$ cat src/tked_pkg.sv
// Shared types and constants of the terminal key event decoder.
package tked_pkg;

    // Kinds of key event.
    typedef enum logic [2:0] {
        KIND_LETTER    = 3'd0,
        KIND_RETURN    = 3'd1,
        KIND_BACKSPACE = 3'd2,
        KIND_TAB       = 3'd3,
        KIND_CTRL      = 3'd4,
        KIND_LONE_ESC  = 3'd5,
        KIND_ARROW     = 3'd6,
        KIND_OTHER     = 3'd7
    } key_kind_t;

    // One key event as it leaves the block; raw[0] is the first raw byte.
    typedef struct packed {
        key_kind_t       kind;
        logic [2:0]      len;
        logic [3:0][7:0] raw;
        logic [1:0]      dir;
    } key_event_t;

    // A single input word gives rise to at most this many events.
    localparam int EVENTS_PER_WORD = 3;

    // Everything that one input word causes, as held in the queue.
    typedef struct packed {
        logic [1:0]                            count;
        key_event_t [EVENTS_PER_WORD-1:0]      ev;
    } event_bundle_t;

    // Byte codes.
    localparam logic [7:0] BYTE_TAB      = 8'd9;
    localparam logic [7:0] BYTE_CR       = 8'd13;
    localparam logic [7:0] BYTE_ESC      = 8'd27;
    localparam logic [7:0] BYTE_CTRL_MAX = 8'd26;
    localparam logic [7:0] BYTE_PRINT_LO = 8'd32;
    localparam logic [7:0] BYTE_DEL      = 8'd127;
    localparam logic [7:0] BYTE_LBRACKET = 8'h5b;
    localparam logic [7:0] BYTE_UPPER_A  = 8'h41;
    localparam logic [7:0] BYTE_UPPER_D  = 8'h44;

    // Continuation bytes still to come after a UTF-8 starter, by bits 5:4.
    localparam logic [1:0] UTF8_EXTRA [4] = '{2'd1, 2'd1, 2'd2, 2'd3};

endpackage

$ cat src/tked_front.sv
// Front end: byte parser that turns each accepted word into a bundle of events.
module tked_front
(
    input  logic                    clk,
    input  logic                    rst_n,
    input  logic                    accept,
    input  logic [7:0]              in_byte,
    input  logic                    chunk_end,
    output tked_pkg::event_bundle_t bundle
);

    typedef enum logic [3:0] {
        MODE_IDLE = 4'b0001,
        MODE_UTF8 = 4'b0010,
        MODE_ESC  = 4'b0100,
        MODE_ESC2 = 4'b1000
    } parse_mode_t;

    typedef struct packed {
        parse_mode_t     mode;
        logic [1:0]      needed;
        logic [1:0]      count;
        logic [2:0][7:0] held;
    } pstate_t;

    typedef struct packed {
        logic [1:0]                  n;
        tked_pkg::key_event_t [1:0]  ev;
        pstate_t                     st;
    } step_res_t;

    parse_mode_t     mode_reg, mode_next;
    logic [1:0]      needed_reg, needed_next;
    logic [1:0]      count_reg, count_next;
    logic [2:0][7:0] held_reg, held_next;

    pstate_t    s_cur;
    pstate_t    s_idle;
    step_res_t  r_main;
    step_res_t  r_first;
    step_res_t  r_second;
    logic       is_arrow;
    logic [7:0] arrow_off;
    tked_pkg::key_event_t arrow_ev;

    function automatic tked_pkg::key_event_t single_event(tked_pkg::key_kind_t k,
                                                          logic [7:0] b);
        tked_pkg::key_event_t e;
        e        = '0;
        e.kind   = k;
        e.len    = 3'd1;
        e.raw[0] = b;
        return e;
    endfunction

    function automatic tked_pkg::key_kind_t ascii_kind(logic [7:0] b);
        tked_pkg::key_kind_t k;
        if (b >= tked_pkg::BYTE_PRINT_LO && b < tked_pkg::BYTE_DEL)
            k = tked_pkg::KIND_LETTER;
        else if (b == tked_pkg::BYTE_CR)
            k = tked_pkg::KIND_RETURN;
        else if (b == tked_pkg::BYTE_DEL)
            k = tked_pkg::KIND_BACKSPACE;
        else if (b == tked_pkg::BYTE_TAB)
            k = tked_pkg::KIND_TAB;
        else if (b != 8'd0 && b <= tked_pkg::BYTE_CTRL_MAX)
            k = tked_pkg::KIND_CTRL;
        else
            k = tked_pkg::KIND_OTHER;
        return k;
    endfunction

    // A byte seen with the parser idle gives at most one event.
    function automatic step_res_t feed_idle(pstate_t s, logic [7:0] b, logic end_flag);
        step_res_t r;
        r         = '0;
        r.st      = s;
        r.st.mode = MODE_IDLE;
        if (b == tked_pkg::BYTE_ESC) begin
            if (end_flag) begin
                r.n     = 2'd1;
                r.ev[0] = single_event(tked_pkg::KIND_LONE_ESC, tked_pkg::BYTE_ESC);
            end
            else begin
                r.st.held[0] = tked_pkg::BYTE_ESC;
                r.st.count   = 2'd1;
                r.st.mode    = MODE_ESC;
            end
        end
        else if (!b[7]) begin
            r.n     = 2'd1;
            r.ev[0] = single_event(ascii_kind(b), b);
        end
        else if (b[6]) begin
            r.st.held[0] = b;
            r.st.count   = 2'd1;
            r.st.needed  = tked_pkg::UTF8_EXTRA[b[5:4]];
            r.st.mode    = MODE_UTF8;
        end
        return r;
    endfunction

    // One byte in any mode but the one after ESC and a byte; up to two events.
    function automatic step_res_t feed_basic(pstate_t s, logic [7:0] b, logic end_flag);
        step_res_t            r;
        step_res_t            ri;
        pstate_t              si;
        tked_pkg::key_event_t le;
        r    = '0;
        r.st = s;
        si   = s;
        si.mode  = MODE_IDLE;
        si.count = 2'd0;
        ri = feed_idle(si, b, end_flag);
        le = '0;
        unique case (s.mode)
            MODE_IDLE: begin
                r = feed_idle(s, b, end_flag);
            end
            MODE_UTF8: begin
                if (s.needed <= 2'd1 || s.count == 2'd3) begin
                    le.kind = tked_pkg::KIND_LETTER;
                    le.len  = {1'b0, s.count} + 3'd1;
                    for (int k = 0; k < 3; k++) begin
                        if (k < int'(s.count))
                            le.raw[k] = s.held[k];
                    end
                    le.raw[s.count] = b;
                    r.n       = 2'd1;
                    r.ev[0]   = le;
                    r.st.mode   = MODE_IDLE;
                    r.st.count  = 2'd0;
                    r.st.needed = 2'd0;
                end
                else begin
                    r.st.held[s.count] = b;
                    r.st.count  = s.count + 2'd1;
                    r.st.needed = s.needed - 2'd1;
                end
            end
            MODE_ESC: begin
                if (end_flag) begin
                    r       = ri;
                    r.ev[1] = ri.ev[0];
                    r.ev[0] = single_event(tked_pkg::KIND_LONE_ESC, tked_pkg::BYTE_ESC);
                    r.n     = ri.n + 2'd1;
                end
                else begin
                    r.st.held[1] = b;
                    r.st.count   = 2'd2;
                    r.st.mode    = MODE_ESC2;
                end
            end
            default: begin
                r.n = 2'd0;
            end
        endcase
        return r;
    endfunction

    assign s_cur = '{mode: mode_reg, needed: needed_reg, count: count_reg, held: held_reg};

    always_comb
    begin
        s_idle       = s_cur;
        s_idle.mode  = MODE_IDLE;
        s_idle.count = 2'd0;

        arrow_off = in_byte - tked_pkg::BYTE_UPPER_A;
        is_arrow  = (held_reg[1] == tked_pkg::BYTE_LBRACKET) &&
                    (in_byte >= tked_pkg::BYTE_UPPER_A) &&
                    (in_byte <= tked_pkg::BYTE_UPPER_D);
        arrow_ev        = '0;
        arrow_ev.kind   = tked_pkg::KIND_ARROW;
        arrow_ev.len    = 3'd3;
        arrow_ev.raw[0] = tked_pkg::BYTE_ESC;
        arrow_ev.raw[1] = tked_pkg::BYTE_LBRACKET;
        arrow_ev.raw[2] = in_byte;
        arrow_ev.dir    = arrow_off[1:0];

        r_main   = feed_basic(s_cur, in_byte, chunk_end);
        // A failed escape sequence: the held byte is parsed again, then this one.
        r_first  = feed_idle(s_idle, held_reg[1], 1'b0);
        r_second = feed_basic(r_first.st, in_byte, chunk_end);

        bundle = '0;
        if (mode_reg == MODE_ESC2) begin
            if (is_arrow) begin
                bundle.count = 2'd1;
                bundle.ev[0] = arrow_ev;
                mode_next    = MODE_IDLE;
                needed_next  = needed_reg;
                count_next   = 2'd0;
                held_next    = held_reg;
            end
            else begin
                bundle.count = 2'd1 + r_first.n + r_second.n;
                bundle.ev[0] = single_event(tked_pkg::KIND_OTHER, tked_pkg::BYTE_ESC);
                bundle.ev[1] = (r_first.n != 2'd0) ? r_first.ev[0] : r_second.ev[0];
                bundle.ev[2] = (r_first.n != 2'd0) ? r_second.ev[0] : r_second.ev[1];
                mode_next    = r_second.st.mode;
                needed_next  = r_second.st.needed;
                count_next   = r_second.st.count;
                held_next    = r_second.st.held;
            end
        end
        else begin
            bundle.count = r_main.n;
            bundle.ev[0] = r_main.ev[0];
            bundle.ev[1] = r_main.ev[1];
            mode_next    = r_main.st.mode;
            needed_next  = r_main.st.needed;
            count_next   = r_main.st.count;
            held_next    = r_main.st.held;
        end
    end

    always_ff @(posedge clk or negedge rst_n)
    begin
        if (!rst_n) begin
            mode_reg   <= MODE_IDLE;
            needed_reg <= 2'd0;
            count_reg  <= 2'd0;
        end
        else if (accept) begin
            mode_reg   <= mode_next;
            needed_reg <= needed_next;
            count_reg  <= count_next;
        end
    end

    always_ff @(posedge clk)
    begin
        if (accept)
            held_reg <= held_next;
    end

endmodule

$ cat src/tked_queue.sv
// Short queue of event bundles between the parser and the emitter.
module tked_queue #(
    parameter int DEPTH = 2
)
(
    input  logic                    clk,
    input  logic                    rst_n,
    input  logic                    push,
    input  tked_pkg::event_bundle_t push_data,
    input  logic                    pop,
    output logic                    full,
    output logic                    not_empty,
    output tked_pkg::event_bundle_t head
);

    localparam int PTR_W = $clog2(DEPTH);
    localparam int CNT_W = $clog2(DEPTH + 1);

    tked_pkg::event_bundle_t mem_reg [DEPTH];

    logic [PTR_W-1:0] wr_ptr_reg, wr_ptr_next;
    logic [PTR_W-1:0] rd_ptr_reg, rd_ptr_next;
    logic [CNT_W-1:0] cnt_reg, cnt_next;
    logic             do_push;
    logic             do_pop;

    assign full      = (cnt_reg == CNT_W'(DEPTH));
    assign not_empty = (cnt_reg != '0);
    assign head      = mem_reg[rd_ptr_reg];
    assign do_push   = push && !full;
    assign do_pop    = pop && not_empty;

    always_comb
    begin
        wr_ptr_next = wr_ptr_reg;
        rd_ptr_next = rd_ptr_reg;
        cnt_next    = cnt_reg;
        if (do_push)
            wr_ptr_next = (wr_ptr_reg == PTR_W'(DEPTH - 1)) ? '0 : wr_ptr_reg + 1'b1;
        if (do_pop)
            rd_ptr_next = (rd_ptr_reg == PTR_W'(DEPTH - 1)) ? '0 : rd_ptr_reg + 1'b1;
        if (do_push && !do_pop)
            cnt_next = cnt_reg + 1'b1;
        else if (do_pop && !do_push)
            cnt_next = cnt_reg - 1'b1;
    end

    always_ff @(posedge clk or negedge rst_n)
    begin
        if (!rst_n) begin
            wr_ptr_reg <= '0;
            rd_ptr_reg <= '0;
            cnt_reg    <= '0;
        end
        else begin
            wr_ptr_reg <= wr_ptr_next;
            rd_ptr_reg <= rd_ptr_next;
            cnt_reg    <= cnt_next;
        end
    end

    always_ff @(posedge clk)
    begin
        if (do_push)
            mem_reg[wr_ptr_reg] <= push_data;
    end

endmodule

$ cat src/tked_back.sv
// Back end: emits the events of each queued bundle into the output register, one per cycle unless out_stall holds it.
module tked_back
(
    input  logic                    clk,
    input  logic                    rst_n,
    input  logic                    q_valid,
    input  tked_pkg::event_bundle_t head,
    input  logic                    out_stall,
    output logic                    pop,
    output logic                    out_valid,
    output tked_pkg::key_event_t    out_ev,
    output logic                    out_last
);

    logic [1:0]           idx_reg, idx_next;
    logic                 out_valid_reg, out_valid_next;
    tked_pkg::key_event_t out_ev_reg;
    logic                 out_last_reg;
    logic                 load;
    logic                 is_last;

    assign load    = q_valid && (!out_valid_reg || !out_stall);
    assign is_last = (idx_reg == head.count - 2'd1);
    assign pop     = load && is_last;

    always_comb
    begin
        idx_next       = idx_reg;
        out_valid_next = out_valid_reg && out_stall;
        if (load) begin
            out_valid_next = 1'b1;
            idx_next       = is_last ? 2'd0 : idx_reg + 2'd1;
        end
    end

    always_ff @(posedge clk or negedge rst_n)
    begin
        if (!rst_n) begin
            idx_reg       <= 2'd0;
            out_valid_reg <= 1'b0;
        end
        else begin
            idx_reg       <= idx_next;
            out_valid_reg <= out_valid_next;
        end
    end

    always_ff @(posedge clk)
    begin
        if (load) begin
            out_ev_reg   <= head.ev[idx_reg];
            out_last_reg <= is_last;
        end
    end

    assign out_valid = out_valid_reg;
    assign out_ev    = out_ev_reg;
    assign out_last  = out_last_reg;

endmodule

$ cat src/terminal_key_event_decoder_unit.sv
// An accepted word's first event is held in the bundle queue, then in the output register.
// Throughput: one input word per cycle while each word yields at most one event and the
// output is not stalled; a word's events leave one by one via the single output register.
// The bundle queue (QUEUE_DEPTH words) lets input continue while events wait downstream.
// Reset is asynchronous and active low; it clears the parser mode and counts, the queue
// pointers and the output valid flag; held bytes and payload registers are not reset.
module terminal_key_event_decoder_unit #(
    parameter int QUEUE_DEPTH = 2
)
(
    input  logic       clk,
    input  logic       rst_n,
    input  logic       in_valid,
    output logic       in_stall,
    input  logic [7:0] in_byte,
    input  logic       chunk_end,
    output logic       out_valid,
    input  logic       out_stall,
    output logic [2:0] kind,
    output logic [2:0] key_len,
    output logic [7:0] raw_first,
    output logic [7:0] raw_second,
    output logic [7:0] raw_third,
    output logic [7:0] raw_fourth,
    output logic [1:0] arrow_dir,
    output logic       last_result
);

    // The front end parses one byte per accepted word and produces a bundle of
    // up to three events, together with the next parser state.  A word that
    // produces no event (a stray continuation byte, or a byte held for a
    // UTF-8 letter or an escape sequence) updates the parser and nothing else.
    tked_pkg::event_bundle_t bundle;
    tked_pkg::event_bundle_t head;
    tked_pkg::key_event_t    out_ev;

    logic accept;
    logic push;
    logic q_full;
    logic q_valid;
    logic pop;
    logic out_last;

    // The input side stalls only when the queue is full, so the front end
    // never waits on the output handshake directly.
    assign in_stall = q_full;
    assign accept   = in_valid && !in_stall;
    assign push     = accept && (bundle.count != 2'd0);

    tked_front u_front (
        .clk       (clk),
        .rst_n     (rst_n),
        .accept    (accept),
        .in_byte   (in_byte),
        .chunk_end (chunk_end),
        .bundle    (bundle)
    );

    tked_queue #(
        .DEPTH (QUEUE_DEPTH)
    ) u_queue (
        .clk       (clk),
        .rst_n     (rst_n),
        .push      (push),
        .push_data (bundle),
        .pop       (pop),
        .full      (q_full),
        .not_empty (q_valid),
        .head      (head)
    );

    // The back end walks through the head bundle, one event per cycle while the output is
    // not stalled, and marks the final event of each word as the last result.
    tked_back u_back (
        .clk       (clk),
        .rst_n     (rst_n),
        .q_valid   (q_valid),
        .head      (head),
        .out_stall (out_stall),
        .pop       (pop),
        .out_valid (out_valid),
        .out_ev    (out_ev),
        .out_last  (out_last)
    );

    assign kind        = out_ev.kind;
    assign key_len     = out_ev.len;
    assign raw_first   = out_ev.raw[0];
    assign raw_second  = out_ev.raw[1];
    assign raw_third   = out_ev.raw[2];
    assign raw_fourth  = out_ev.raw[3];
    assign arrow_dir   = out_ev.dir;
    assign last_result = out_last;

endmodule

$ cat config.mk
export PLATFORM = sky130hd
export DESIGN_NAME = terminal_key_event_decoder_unit
export DESIGN_NICKNAME = d
export VERILOG_FILES = /design/src/tked_pkg.sv /design/src/tked_front.sv /design/src/tked_queue.sv /design/src/tked_back.sv /design/src/terminal_key_event_decoder_unit.sv
export SDC_FILE = /design/constraint.sdc
export NUM_CORES = 1
export LEC_CHECK = 0
export BUFFER_PORTS_ARGS = -buffer_cell sky130_fd_sc_hd__buf_2
export CORE_MARGIN = 3
export CORE_UTILIZATION = 25
export DETAILED_ROUTE_END_ITERATION = 6
export PLACE_DENSITY_LB_ADDON = 0.3
export SYNTH_ARGS = -nofsm -noshare
export SYNTH_HDL_FRONTEND = slang
export SYNTH_HIERARCHICAL = 1
export SYNTH_SLANG_ARGS = --single-unit
$ cat constraint.sdc
create_clock -name clk -period 11.8 [get_ports clk]
set_clock_uncertainty 0.2 [all_clocks]
set_input_delay 2.36 -clock clk [delete_from_list [all_inputs] [get_ports clk]]
set_output_delay 2.36 -clock clk [all_outputs]
set_load 0.005 [all_outputs]
; Yosys cells after proc, flatten, opt, wreduce, memory -nomap -nowiden
; Memory sizes are Yosys's and may differ from the RTL's.
; Index checks and enable logic that the tools add are counted.
[word_totals]
register_bits = 80
n_memories = 1
out_inout_bits = 43
input_bits = 13
elab_cells = 288
ramBits = 244
[classes]
n_bitwise = 2
n_reduce_logical = 40
n_lt_le_gt_ge = 23
n_addsub = 16
n_mux = 145
n_eq_ne = 42
[mem_list]
columns = name, words, width, read_ports, rd_clocked_by_memory_dff, write_ports, line
row1 = u_queue.mem_reg, 2, 122, 1, 0, 1, tked_queue.sv:19  ; tked_pkg::event_bundle_t mem_reg [DEPTH];
[ops]
columns = cell, count
row1 = one-hot mux 72 bit (3 select lines), 2
row2 = two-way mux 40 bit, 10
row3 = two-way mux 8 bit, 38
row4 = two-way mux 44 bit, 4
row5 = two-way mux 82 bit, 2
row6 = two-way mux 80 bit, 2
row7 = two-way mux 24 bit, 4
row8 = two-way mux 41 bit, 2
row9 = binary-select mux 40 bit (select 2 bit), 1
row10 = two-way mux 2 bit, 33
row11 = bitwise mux 32 bit, 2
row12 = two-way mux 6 bit, 10
row13 = bitwise mux 24 bit, 2
row14 = two-way mux 38 bit, 1
row15 = demux 8 bit (select 2 bit), 2
row16 = == test 8 x 4 -> 1 bit (second input constant), 4
row17 = two-way mux 4 bit, 7
row18 = two-way mux 3 bit, 9
row19 = == test 8 x 7 -> 1 bit (second input constant), 3
row20 = AND reduction 10 bit, 2
row21 = logical AND 1 bit, 17
row22 = == test 8 x 5 -> 1 bit (second input constant), 2
row23 = >= comparator 8 x 6 -> 1 bit (second input constant), 2
row24 = <= comparator 8 x 5 -> 1 bit (second input constant), 2
row25 = 42 further kinds, 105

; Depth between registers and ports, before layout
; Gate-level depths: netlist of the first run.
[logic_depth]
word_depth = 23
mapped_depth = 16
mapped_depth_nobuf = 15

; Hierarchy
; The synthesis of the first run kept the hierarchy.
[modules_own_cells]
columns = mod, area_per_inst_um2, n_inst, seq_area_each_um2, cells_each
row1 = tked_queue, 9291.4, 1, 7427.1, 399
row2 = tked_front, 4270.3, 1, 922.1, 564
row3 = tked_back, 2269.7, 1, 1306.3, 195
row4 = terminal_key_event_decoder_unit, 21.3, 1, 0.0, 2

; Worst setup path before layout of the first run
; OpenSTA, ideal clock, no wires.
[synth_timing]
path_kind = in2reg
startpoint = input port in_byte[7]
endpoint = memory u_queue/mem_reg[0][0] (netlist bit), enable pin
setup_ns = 0.604
t_arrival_ns = 9.469
n_path_buf = 2
cell_stages = 12
setup_slack_ns = 1.527
required_time_ns = 10.996
cell_sequence = clkbuf_1 or3_1 clkbuf_1 nor3_1 nor3_1 a211oi_1 ha_1 a31oi_1 o32ai_1 o21a_1 nand2_1 nor2_1
[synth_rtl]
columns = item, line
row1 = start: declaration, terminal_key_event_decoder_unit.sv:15  ; input logic [7:0] in_byte,
row2 = end: declaration, tked_queue.sv:19

==> results.md, run 1 <==
- Post-CTS Setup Repair Bufs: 0
- Tcrit/Tclk final: 0.6010
- Boundary Pins: 56
- CP endpoint kind: flop
- Die height: roughly 260 microns
- DRC: 0
- Tightest Pin Transition: 1090 ps
- CP startpoint: in_byte[0]
- Ys flop type: edfxtp_1
- Outcome: complete, no violations
- CTS clk-pin slew, worst paths: 50 ps
- # resized after CTS: 0
- #FFs+latches synth: about 320
- Sequential element share of the synthesized area: 0.6091
- Synth Cell Area: 15850 sq um
- Skew-Pair Late Insertion Delay: about 560 ps
- GRT Residual Overflow: 0
- GRT Total Usage: 0.1248
- Synthesis-to-layout area growth: 13.28%
- Leakage: 6.417 nW
- Antenna Violating Nets Remaining: 0
- Largest area contributor in the netlist: edfxtp_1
- Async set or reset register ratio after synthesis: 0.04630
- Largest net degree at the start of global routing: 70
- RSZ-0062 raised after global routing: false
- CTS HTree Levels: 2
- CTS buffer count: 38
- Seq. cell area: about 9700 sq um
- Final Hold Vio Count: 0
- Inserted Diodes: 0
- Clock sink total: around 320
- Top cells by area, synth: edfxtp_1 (59%), mux2_4 (6.6%), mux2_2 (3.9%)
- DP Wirelength: between 20 and 30 mm
- Dpl ws: 4156 ps
- Max reg flops: about 240
- Hold-fix buffer count after cts: 0
- Peak supply drop: 0.0001029 V
- Multi-input logic area: roughly 5500 sq um
- Slew HR: 0.2731
- Max Fclk: 0.1410 GHz
- Drt pass-1 iters: 5
- Setup violations, final: 0
- First-pass GRT wire length: ~63 mm
- CTS Buffer Depth: 3
- Number of enable flip-flop cells after synthesis: roughly 310
- YS warnings: 6
- RePlAce Congestion: about 0.91
- Fill cells: about 6400
- Worst hold start: u_queue/cnt_reg[1]
- Top post-synthesis cells by count: edfxtp_1 (309), nand2_1 (84), mux2_4 (70)
- Clock root buffer: clkbuf_16
- Vias/cell: between 4 and 5
- Die outline width: 257.8 microns
- Min cycle time layout: between 7000 and 8000 ps
- Worst EP arrival: 7050 ps
- Syn Inst Count: roughly 1200
- Initial Util: 0.2550
- Number of distinct library cells after synthesis: 84
- Detailed-route wire length: 41.77 mm
- Final net count: around 1200
- Design area: around 18000 sq um
- Core ar.: 62170 sq um
- CP Launch Type: input port
- Die ar.: 66470 sq um
- Setup TNS: 0 ps
- Num rows: between 90 and 100
- Initial antenna violation count: 2
- Required @ worst endpoint: 11760 ps
- Worst R2R Start: u_front/held_reg[12]
- Number of max-cap violations: 0
- Post-route worst setup slack: 4708 ps
- Slew Limit Fails: 0
- Cell area after placement: ~17000 sq um
- Worst Hold Class: reg2reg
- Cell Pwr Density: between 150 and 200 nW/um^2
- Vias: around 9600
- CP Max Fanout: between 50 and 60
- Wire per inst: 20.30 microns
- CTS tree: yes
- Critical path type: in2reg
- Vias in the first global route: between 9000 and 10000
- Share of layout cells above drive strength 1: 0.2367
- Synth Area per Inst: between 10 and 15 sq um
- Most frequent cell after synthesis: edfxtp_1
- Yosys top cell area share: 0.5853
- Iter 0 DRT Violations: 894
- PortBufs: between 50 and 60
[worst max-delay path, stage by stage]
cell	delay, ps
buf_2	310
ha_1	270
nand4b_1	290
nor3_1	630
nor3_1	100
a211oi_1	250
ha_1	260
a32oi_1	280
o21a_1	190
nand2_1	130
nor2_4	510
buf_4	620
buf_4	750
[per-stage QoR]
stage | utilization | power [mW] | std cells | hold WS [ps]
floorplan | - | 2.202 | 1207 | 255.9
global placement | 0.2692 | 2.462 | 1989 | 275.1
detailed placement | 0.2692 | 2.469 | 1989 | 281.4
CTS | 0.2889 | 3.644 | 2058 | 292.1
global route | 0.2889 | 3.745 | 2058 | 317.4
finish | 0.2889 | 3.559 | 2058 | 291.9
[metal layers]
layer	global-route usage	wire [microns]
met5	0	0
met4	0.04056	1120
met3	0.02295	2435
met2	0.1962	18970
met1	0.1737	19250
[cells by family (layout without fill, tap and decap cells)]
family          count (synthesis)  after routing  synth area share
compound gates                238            238            0.1028
xor+xnor                        6              6          0.003789
fa+ha+maj                      11             11          0.008682
buf+inv                       151            165           0.05596
flops                         324            324            0.6091
mux                           177            177            0.1382
other cells                     1             48         0.0002366
simple gates                  252            252           0.08122
[final cells by class]
cell class                      count  area share
Clock buffer                       49     0.05643
Tap cell                          837     0.05832
Timing Repair Buffer               77     0.02452
Multi-Input combinational cell    732      0.3070
Clock inverter                     20     0.01177
Sequential cell                   324      0.5380
Inverter                           19    0.003971
[worst paths after layout]
| kind | cells after the start | slack [ps] | to |
|---|---|---|---|
| worst max-delay path | 13 | 4710 | u_queue/mem_reg[0][55] |
| worst min-delay path | 1 | 290 | u_queue/cnt_reg[1] |
| worst max register to register | 11 | 6070 | u_queue/mem_reg[0][55] |
| worst min register to register | 1 | 290 | u_queue/cnt_reg[1] |
| max in group asynchronous | 1 | 9480 | u_queue/rd_ptr_reg |
| min in group asynchronous | 1 | 1550 | u_front/mode_reg[3] |
[power breakdown]
part           total (mW)  internal (mW)  switching, mW
sequential           1.53           1.45         0.0813
combinational       0.867          0.402          0.465
clock                1.16          0.697          0.460
total                3.56           2.55           1.01
[cell usage in the layout (no fill, tap or decap), types with 5 or more instances in the layout]
master / n
o21ai_1: 45
a22o_1: 16
nand2b_1: 7
a21o_1: 5
clkinv_2: 5
inv_1: 18
mux2i_1: 52
nand2_1: 84
ha_1: 11
buf_4: 22
nor3_1: 12
and2_1: 6
edfxtp_1: 309
o221ai_1: 12
nor2_1: 60
clkbuf_16: 39
o211ai_1: 8
clkinv_1: 6
nor2b_1: 6
buf_2: 55
dfrtp_1: 11
a21oi_1: 36
o22ai_1: 9
conb_1: 48
a31oi_1: 11
a221o_1: 11
mux2_2: 55
a211oi_1: 8
or3_1: 5
mux2_4: 70
nand3_1: 14
and3_1: 18
a22oi_1: 5
clkbuf_1: 10
o21ai_0: 33
No activity file was read; power rests on OpenSTA's default activity.
==> run 2, diff against run 1 <==
Settings changed: ABC_AREA set to 1.
Clock period 11.8 ns to 6 ns, I/O delays scaled along.
==> results.md, run 2 <==
- Number of max-cap violations: 0
- Die ar.: 69060 sq um
- Die height: approximately 260 microns
- Final Hold Vio Count: 0
- Reg power frac: 0.496
- RSZ-0062 raised after global routing: false
- Synth Area per Inst: between 9 and 10 sq um
- First-pass GRT wire length: roughly 77 mm
- Peak supply drop: 0.0001736 V
- Drt pass-1 iters: 5
- PortBufs: 55
- Syn Inst Count: between 1500 and 2000
- Tightest Pin Transition: 1000 ps
- Most frequent cells in the layout: nand2_1 (645), edfxtp_1 (309), nor2_1 (128)
- Comb pwr share: 0.016
- Switching fraction of total power: 0.2130
- Async set or reset register ratio after synthesis: 0.04630
- Largest area contributor in the netlist: edfxtp_1
- Clock Power Share: 0.487
- Psw: roughly 1.1 mW
- Multi-input logic area: about 5600 sq um
- Num rows: 93
- Initial Util: 0.2543
- Iter 0 DRT Violations: ~1100
- Cell Pwr Density: between 200 and 300 nW/um^2
- Clock root buffer: clkbuf_16
- Vias/cell: roughly 4.6
- CP startpoint: in_byte[0]
- Post-CTS Setup Repair Bufs: 0
- Synth Cell Area: around 16000 sq um
- Ys flop type: edfxtp_1
- Max reg flops: 244
- Worst reg2reg path endpoint: u_queue/mem_reg[0][3]
- Delay of the slowest critical-path stage: ~420 ps
- Largest net degree at the start of global routing: between 80 and 90
- DP Wirelength: about 35 mm
- RePlAce Congestion: between 0.9 and 1
- Hold-fix buffer count after cts: 0
- Slew HR: 0.3331
- CP Max Fanout: 22
- Most common cell after layout, fill and taps aside: nand2_1
- Sequential element share of the synthesized area: 0.5857
- Top cells by area, synth: edfxtp_1 (56%), nand2_1 (15%), nand3_1 (3.2%)
- Most used cell along the critical path: nor2_1
- CP endpoint kind: flop
- Worst R2R Path Depth: 13
- Setup violations, final: 0
- CP Cell Sequence: buf_2 -> ha_1 -> nand2_1 -> nor2_1 -> nand3_1 -> buf_4 -> nand2_1 -> nor2_2 -> a211oi_1 -> ha_1 -> xnor2_1 -> o21ai_0 -> nor2_1 -> nor2_1 -> inv_1 -> nor2_1 -> nand2_1 -> clkinvlp_4 -> buf_12
- Slew Limit Fails: 0
- DRC: 0
- YS warnings: 6
- # resized after CTS: 0
- Yosys top cell area share: 0.5629
- CP Launch Type: input port
- Critical path type: in2reg
- Setup TNS: 0 ps
- Worst R2R Start: u_front/held_reg[15]
- CTS buffer count: 40
- Detailed-route wire length: slightly above 50 mm
- Outcome: complete, no violations
- Core ar.: between 60000 and 70000 sq um
- Die outline width: between 200 and 300 microns
- Boundary Pins: 56
- Reg2reg setup slack: approximately 1700 ps
- Max Fclk: 0.2271 GHz
- Number of distinct library cells after synthesis: 50
- Final Util: 0.2884
- Fill cells: just under 7000
- Vias in the first global route: ~12000
- Tcrit/Tclk final: 0.7340
- Clock sink total: roughly 320
- Initial antenna violation count: 2
- Antenna Violating Nets Remaining: 0
- Min cycle time layout: 4404 ps
- Seq. cell area: between 9000 and 10000 sq um
- GRT Total Usage: 0.1440
- Vias: approximately 12000
- #FFs+latches synth: 324
- Synthesis-to-layout area growth: 13.37%
- CTS HTree Levels: 2
- CTS Buffer Depth: 3
- Leakage: ~7.5 nW
- CTS tree: yes
- Skew-Pair Late Insertion Delay: approximately 600 ps
- Most frequent cell after synthesis: nand2_1
- Worst Hold Class: reg2reg
- Final net count: roughly 1800
- Wire per inst: 18.75 microns
- Required @ worst endpoint: 6060 ps
- Number of enable flip-flop cells after synthesis: between 300 and 400
- Crit-path slowest cell: clkinvlp_4
- Top post-synthesis cells by count: nand2_1 (645), edfxtp_1 (309), nor2_1 (129)
- Worst setup path end: u_queue/mem_reg[0][3]
- Worst EP arrival: approximately 4500 ps
- GRT Residual Overflow: 0
- Overall Power: 4.940 mW
- Internal power: 3.888 mW
- Share of layout cells above drive strength 1: 0.1027
- CTS clk-pin slew, worst paths: 50 ps
-- run 2: changes by cell type in the layout (fill, tap and decap cells not counted), sizes merged, moves of 16 or more --
cell and change:
inv +94, nand2 +572, nand3 +95, nor2 +77, mux2i -52, a22o -16, o21ai +77, nand4 +20
and3 -19, mux2 -125
-- run 2: logic make-up (layout without fill, tap and decap cells) --
kind of cell | count (synthesis) | count (layout) | share of synthesized area
DFF | 324 | 324 | 0.5857
xor gates and xnor gates | 2 | 2 | 0.001063
AOI/OAI and AO/OA | 238 | 238 | 0.08061
other | 1 | 49 | 0.0002275
adders and majority gates | 11 | 11 | 0.008349
buffers and inverters | 251 | 269 | 0.08622
and+or+nand+nor | 948 | 948 | 0.2378
-- run 2: how the worst min path moves through the flow --
stage | startpoint | slack (ps) | to | cells past startpoint
3_3_place_gp | u_queue/wr_ptr_reg | 270 | u_queue/wr_ptr_reg | 2
6_report | u_queue/wr_ptr_reg | 290 | u_queue/wr_ptr_reg | 2
3_5_place_dp | u_queue/wr_ptr_reg | 270 | u_queue/wr_ptr_reg | 2
4_1_cts | u_queue/wr_ptr_reg | 280 | u_queue/wr_ptr_reg | 2
5_1_grt | u_queue/wr_ptr_reg | 330 | u_queue/wr_ptr_reg | 2
2_1_floorplan | u_queue/cnt_reg[1] | 240 | u_queue/cnt_reg[1] | 2
-- run 2: critical path, delay by kind of cell --
family	cells	cell delay, ps
AO/OA/AOI/OAI	2	510
XOR/XNOR	1	70
adder cells (fa/ha/maj)	2	440
buffers and inverters	5	1190
AND/OR/NAND/NOR	9	1000
-- run 2: layout make-up --
cell class | instances | area share
flip-flops and latches | 324 | 0.5169
clock inverters | 22 | 0.01386
diodes | 1 | 0.0001339
clock buffers | 47 | 0.05550
well taps | 855 | 0.05724
inverters | 118 | 0.02490
multi-input cells | 1247 | 0.2992
repair buffers | 82 | 0.03227
-- run 2: power groups by stage --
| stage | logic, mW | registers, mW | clock network (mW) |
|---|---|---|---|
| 6_report | 0.0815 | 2.45 | 2.41 |
| 5_1_grt | 0.0897 | 2.45 | 2.58 |
| 4_1_cts | 0.0790 | 2.45 | 2.49 |
| 3_5_place_dp | 0.0786 | 2.50 | 0 |
| 3_3_place_gp | 0.0791 | 2.50 | 0 |
| 2_1_floorplan | 0.0663 | 2.50 | 0 |
-- run 2: metal layers --
layer / GRT usage / vias up / wire length [microns]
li1: - / 5956 / -
met1: 0.1915 / 6041 / 22770
met2: 0.2386 / 390 / 23680
met3: 0.02809 / 78 / 2904
met4: 0.04105 / 0 / 1183
met5: 0 / - / 0
-- run 2: through the flow --
stage	area (sq um)	setup slack [ps]	hold slack [ps]	std cells
floorplan	16670	545.1	241.7	1822
global placement	17390	1024	267.6	2626
detailed placement	17390	1008	272.5	2626
CTS	18690	1613	284.8	2695
global route	18690	1357	327.2	2696
finish	18690	1596	287.0	2696
==> run 3, diff against run 2 <==
Clock period 6 ns to 4.3 ns, I/O delays scaled along.
==> results.md, run 3 (same netlist as run 2, synthesis figures left out) <==
- Outcome: complete, no violations
- CTS tree: yes
- Initial Util: 0.2543
- Die height: around 260 microns
- # resized after CTS: 0
- DP Wirelength: approximately 36 mm
- Final net count: 1869
- CTS HTree Levels: 2
- Worst Hold Class: in2async
- Num rows: 93
- Initial antenna violation count: 0
- Clock Power Share: 0.473
- Cell area after placement: approximately 18000 sq um
- Crit-path slowest cell: edfxtp_1
- Most frequent cells in the layout: nand2_1 (643), edfxtp_1 (309), nor2_1 (126)
- CP Cell Sequence: nand2_1 -> nor2_2 -> nand2_4 -> nand2_4 -> nor2_2 -> a211oi_2 -> ha_2 -> xnor2_1 -> o21ai_1 -> nor2_1 -> nor2_1 -> inv_1 -> nor2_1 -> nand2_1 -> clkinvlp_4 -> buf_4
- Post-CTS Setup Repair Bufs: 0
- Vias/cell: approximately 4.6
- Largest net degree at the start of global routing: 87
- Leakage: approximately 7.6 nW
- Required @ worst endpoint: 4300 ps
- Worst reg2reg path endpoint: u_queue/mem_reg[0][72]
- Slew Limit Fails: 0
- Skew-Pair Late Insertion Delay: roughly 550 ps
- Internal power: about 5.3 mW
- Share of layout cells above drive strength 1: 0.1239
- Worst hold margin: about 42 ps
- Vias: roughly 13000
- Critical path type: reg2reg
- Design area: about 19000 sq um
- Delay of the slowest critical-path stage: between 500 and 600 ps
- Vias in the first global route: 12390
- Setup violations, final: 0
- Tcrit/Tclk final: 0.8727
- Worst R2R Start: u_front/held_reg[9]
- Drt pass-1 iters: 5
- Hold-fix buffer count after cts: 0
- GRT Residual Overflow: 0
- First-pass GRT wire length: 78.13 mm
- Buf+Inv Stages, Crit Path: 3
- CTS buffer count: 40
- GRT Total Usage: 0.1464
- Reg2reg setup slack: between 500 and 600 ps
- Most common cell after layout, fill and taps aside: nand2_1
- Reg power frac: 0.507
- Cell Pwr Density: between 300 and 400 nW/um^2
- Detailed-route wire length: 51.74 mm
- Psw: 1.403 mW
- Switching fraction of total power: 0.2081
- CP Launch Type: flop
- Boundary Pins: 56
- Final Hold Vio Count: 0
- Tightest Pin Transition: 1015 ps
- RePlAce Congestion: ~0.93
- Max reg flops: between 200 and 250
- Antenna Violating Nets Remaining: 0
- Slew HR: 0.3159
- Comb pwr share: 0.020
- RSZ-0062 raised after global routing: false
- CTS clk-pin slew, worst paths: about 70 ps
- Die outline width: 262.8 microns
- Clock sink total: approximately 320
- DRC: 0
- Die ar.: roughly 69000 sq um
- Max Fclk: 0.2665 GHz
- Inserted Diodes: 0
- Worst path top cell family by delay: simple AND/OR/NAND/NOR gates
- CP endpoint kind: flop
- Wire per inst: roughly 19 microns
- Synthesis-to-layout area growth: 14.57%
- Clock root buffer: clkbuf_16
- CTS Buffer Depth: 3
- Worst EP arrival: around 3800 ps
- Number of max-cap violations: 0
- PortBufs: 55
- Min cycle time layout: 3753 ps
- Core ar.: approximately 65000 sq um
- Peak supply drop: roughly 0.00022 V
- Most used cell along the critical path: nor2_1
- Worst R2R Path Depth: 16
- CP Max Fanout: 29
- Iter 0 DRT Violations: 1018
==> run 3: changes by cell type in the layout (fill, tap and decap cells not counted), moves of 2 or more <==
| cell | before | now |
|---|---|---|
| buf_4 | 17 | 50 |
| clkinv_1 | 15 | 13 |
| clkinv_4 | 0 | 2 |
| clkinvlp_4 | 1 | 4 |
| inv_1 | 96 | 94 |
| inv_16 | 2 | 0 |
| inv_4 | 1 | 3 |
| nand2_1 | 645 | 643 |
| nand2_2 | 8 | 10 |
| nor2_1 | 128 | 126 |
| o21ai_0 | 80 | 78 |
==> run 3: worst max-delay path by stage <==
stage / slack [ps] / start / to / cells after the start
CTS: 560 / u_front/held_reg[10] / u_queue/mem_reg[0][72] / 17
floorplan: -570 / in_byte[6] / u_queue/mem_reg[1][0] / 17
global placement: 190 / in_byte[1] / u_queue/mem_reg[0][93] / 19
finish: 550 / u_front/held_reg[9] / u_queue/mem_reg[0][72] / 16
global route: 210 / u_front/held_reg[9] / u_queue/mem_reg[0][100] / 16
detailed placement: 210 / in_byte[1] / u_queue/mem_reg[0][59] / 18
==> run 3: final cells by class <==
class,instances,area (sq um)
Timing Repair Buffer,114,830.8
Clock inverter,22,203.9
Tap cell,855,1070
Fill cell,6830,45930
Multi-Input combinational cell,1247,5623
Sequential cell,324,9661
Clock buffer,47,1027
Inverter,118,470.5
==> run 3: worst register-to-register path, cell delays in order, from the launching register on <==
cell and delay [ps]:
edfxtp_1 520, nand2_1 160, nor2_2 220, nand2_4 250, nand2_4 130, nor2_2 60
a211oi_2 200, ha_2 220, xnor2_1 70, o21ai_1 230, nor2_1 110, nor2_1 170
inv_1 60, nor2_1 160, nand2_1 120, clkinvlp_4 130, buf_4 390
==> run 3: metal layers <==
metal | routed length, microns | global-route usage
met3 | 2675 | 0.02060
met5 | 0 | 0
met4 | 1582 | 0.04840
met1 | 23010 | 0.1964
met2 | 24480 | 0.2432
==> run 3: stage by stage <==
step                setup TNS [ps]  worst slack (ps)  instances  total power [mW]    util
finish                           0             547.4       2727             6.741  0.2914
global route                     0             210.3       2727             6.973  0.2914
global placement                 0             191.8       2658             3.615  0.2724
floorplan                  -135130            -566.6       1822             3.583       -
CTS                              0             561.0       2727             6.838  0.2914
detailed placement               0             206.3       2658             3.614  0.2724
==> run 3: power by group through the flow <==
stage | clock, mW | combinational (mW) | sequential (mW)
2_1_floorplan | 0 | 0.0975 | 3.49
3_3_place_gp | 0 | 0.129 | 3.49
3_5_place_dp | 0 | 0.128 | 3.49
4_1_cts | 3.29 | 0.129 | 3.42
5_1_grt | 3.41 | 0.144 | 3.42
6_report | 3.19 | 0.135 | 3.42
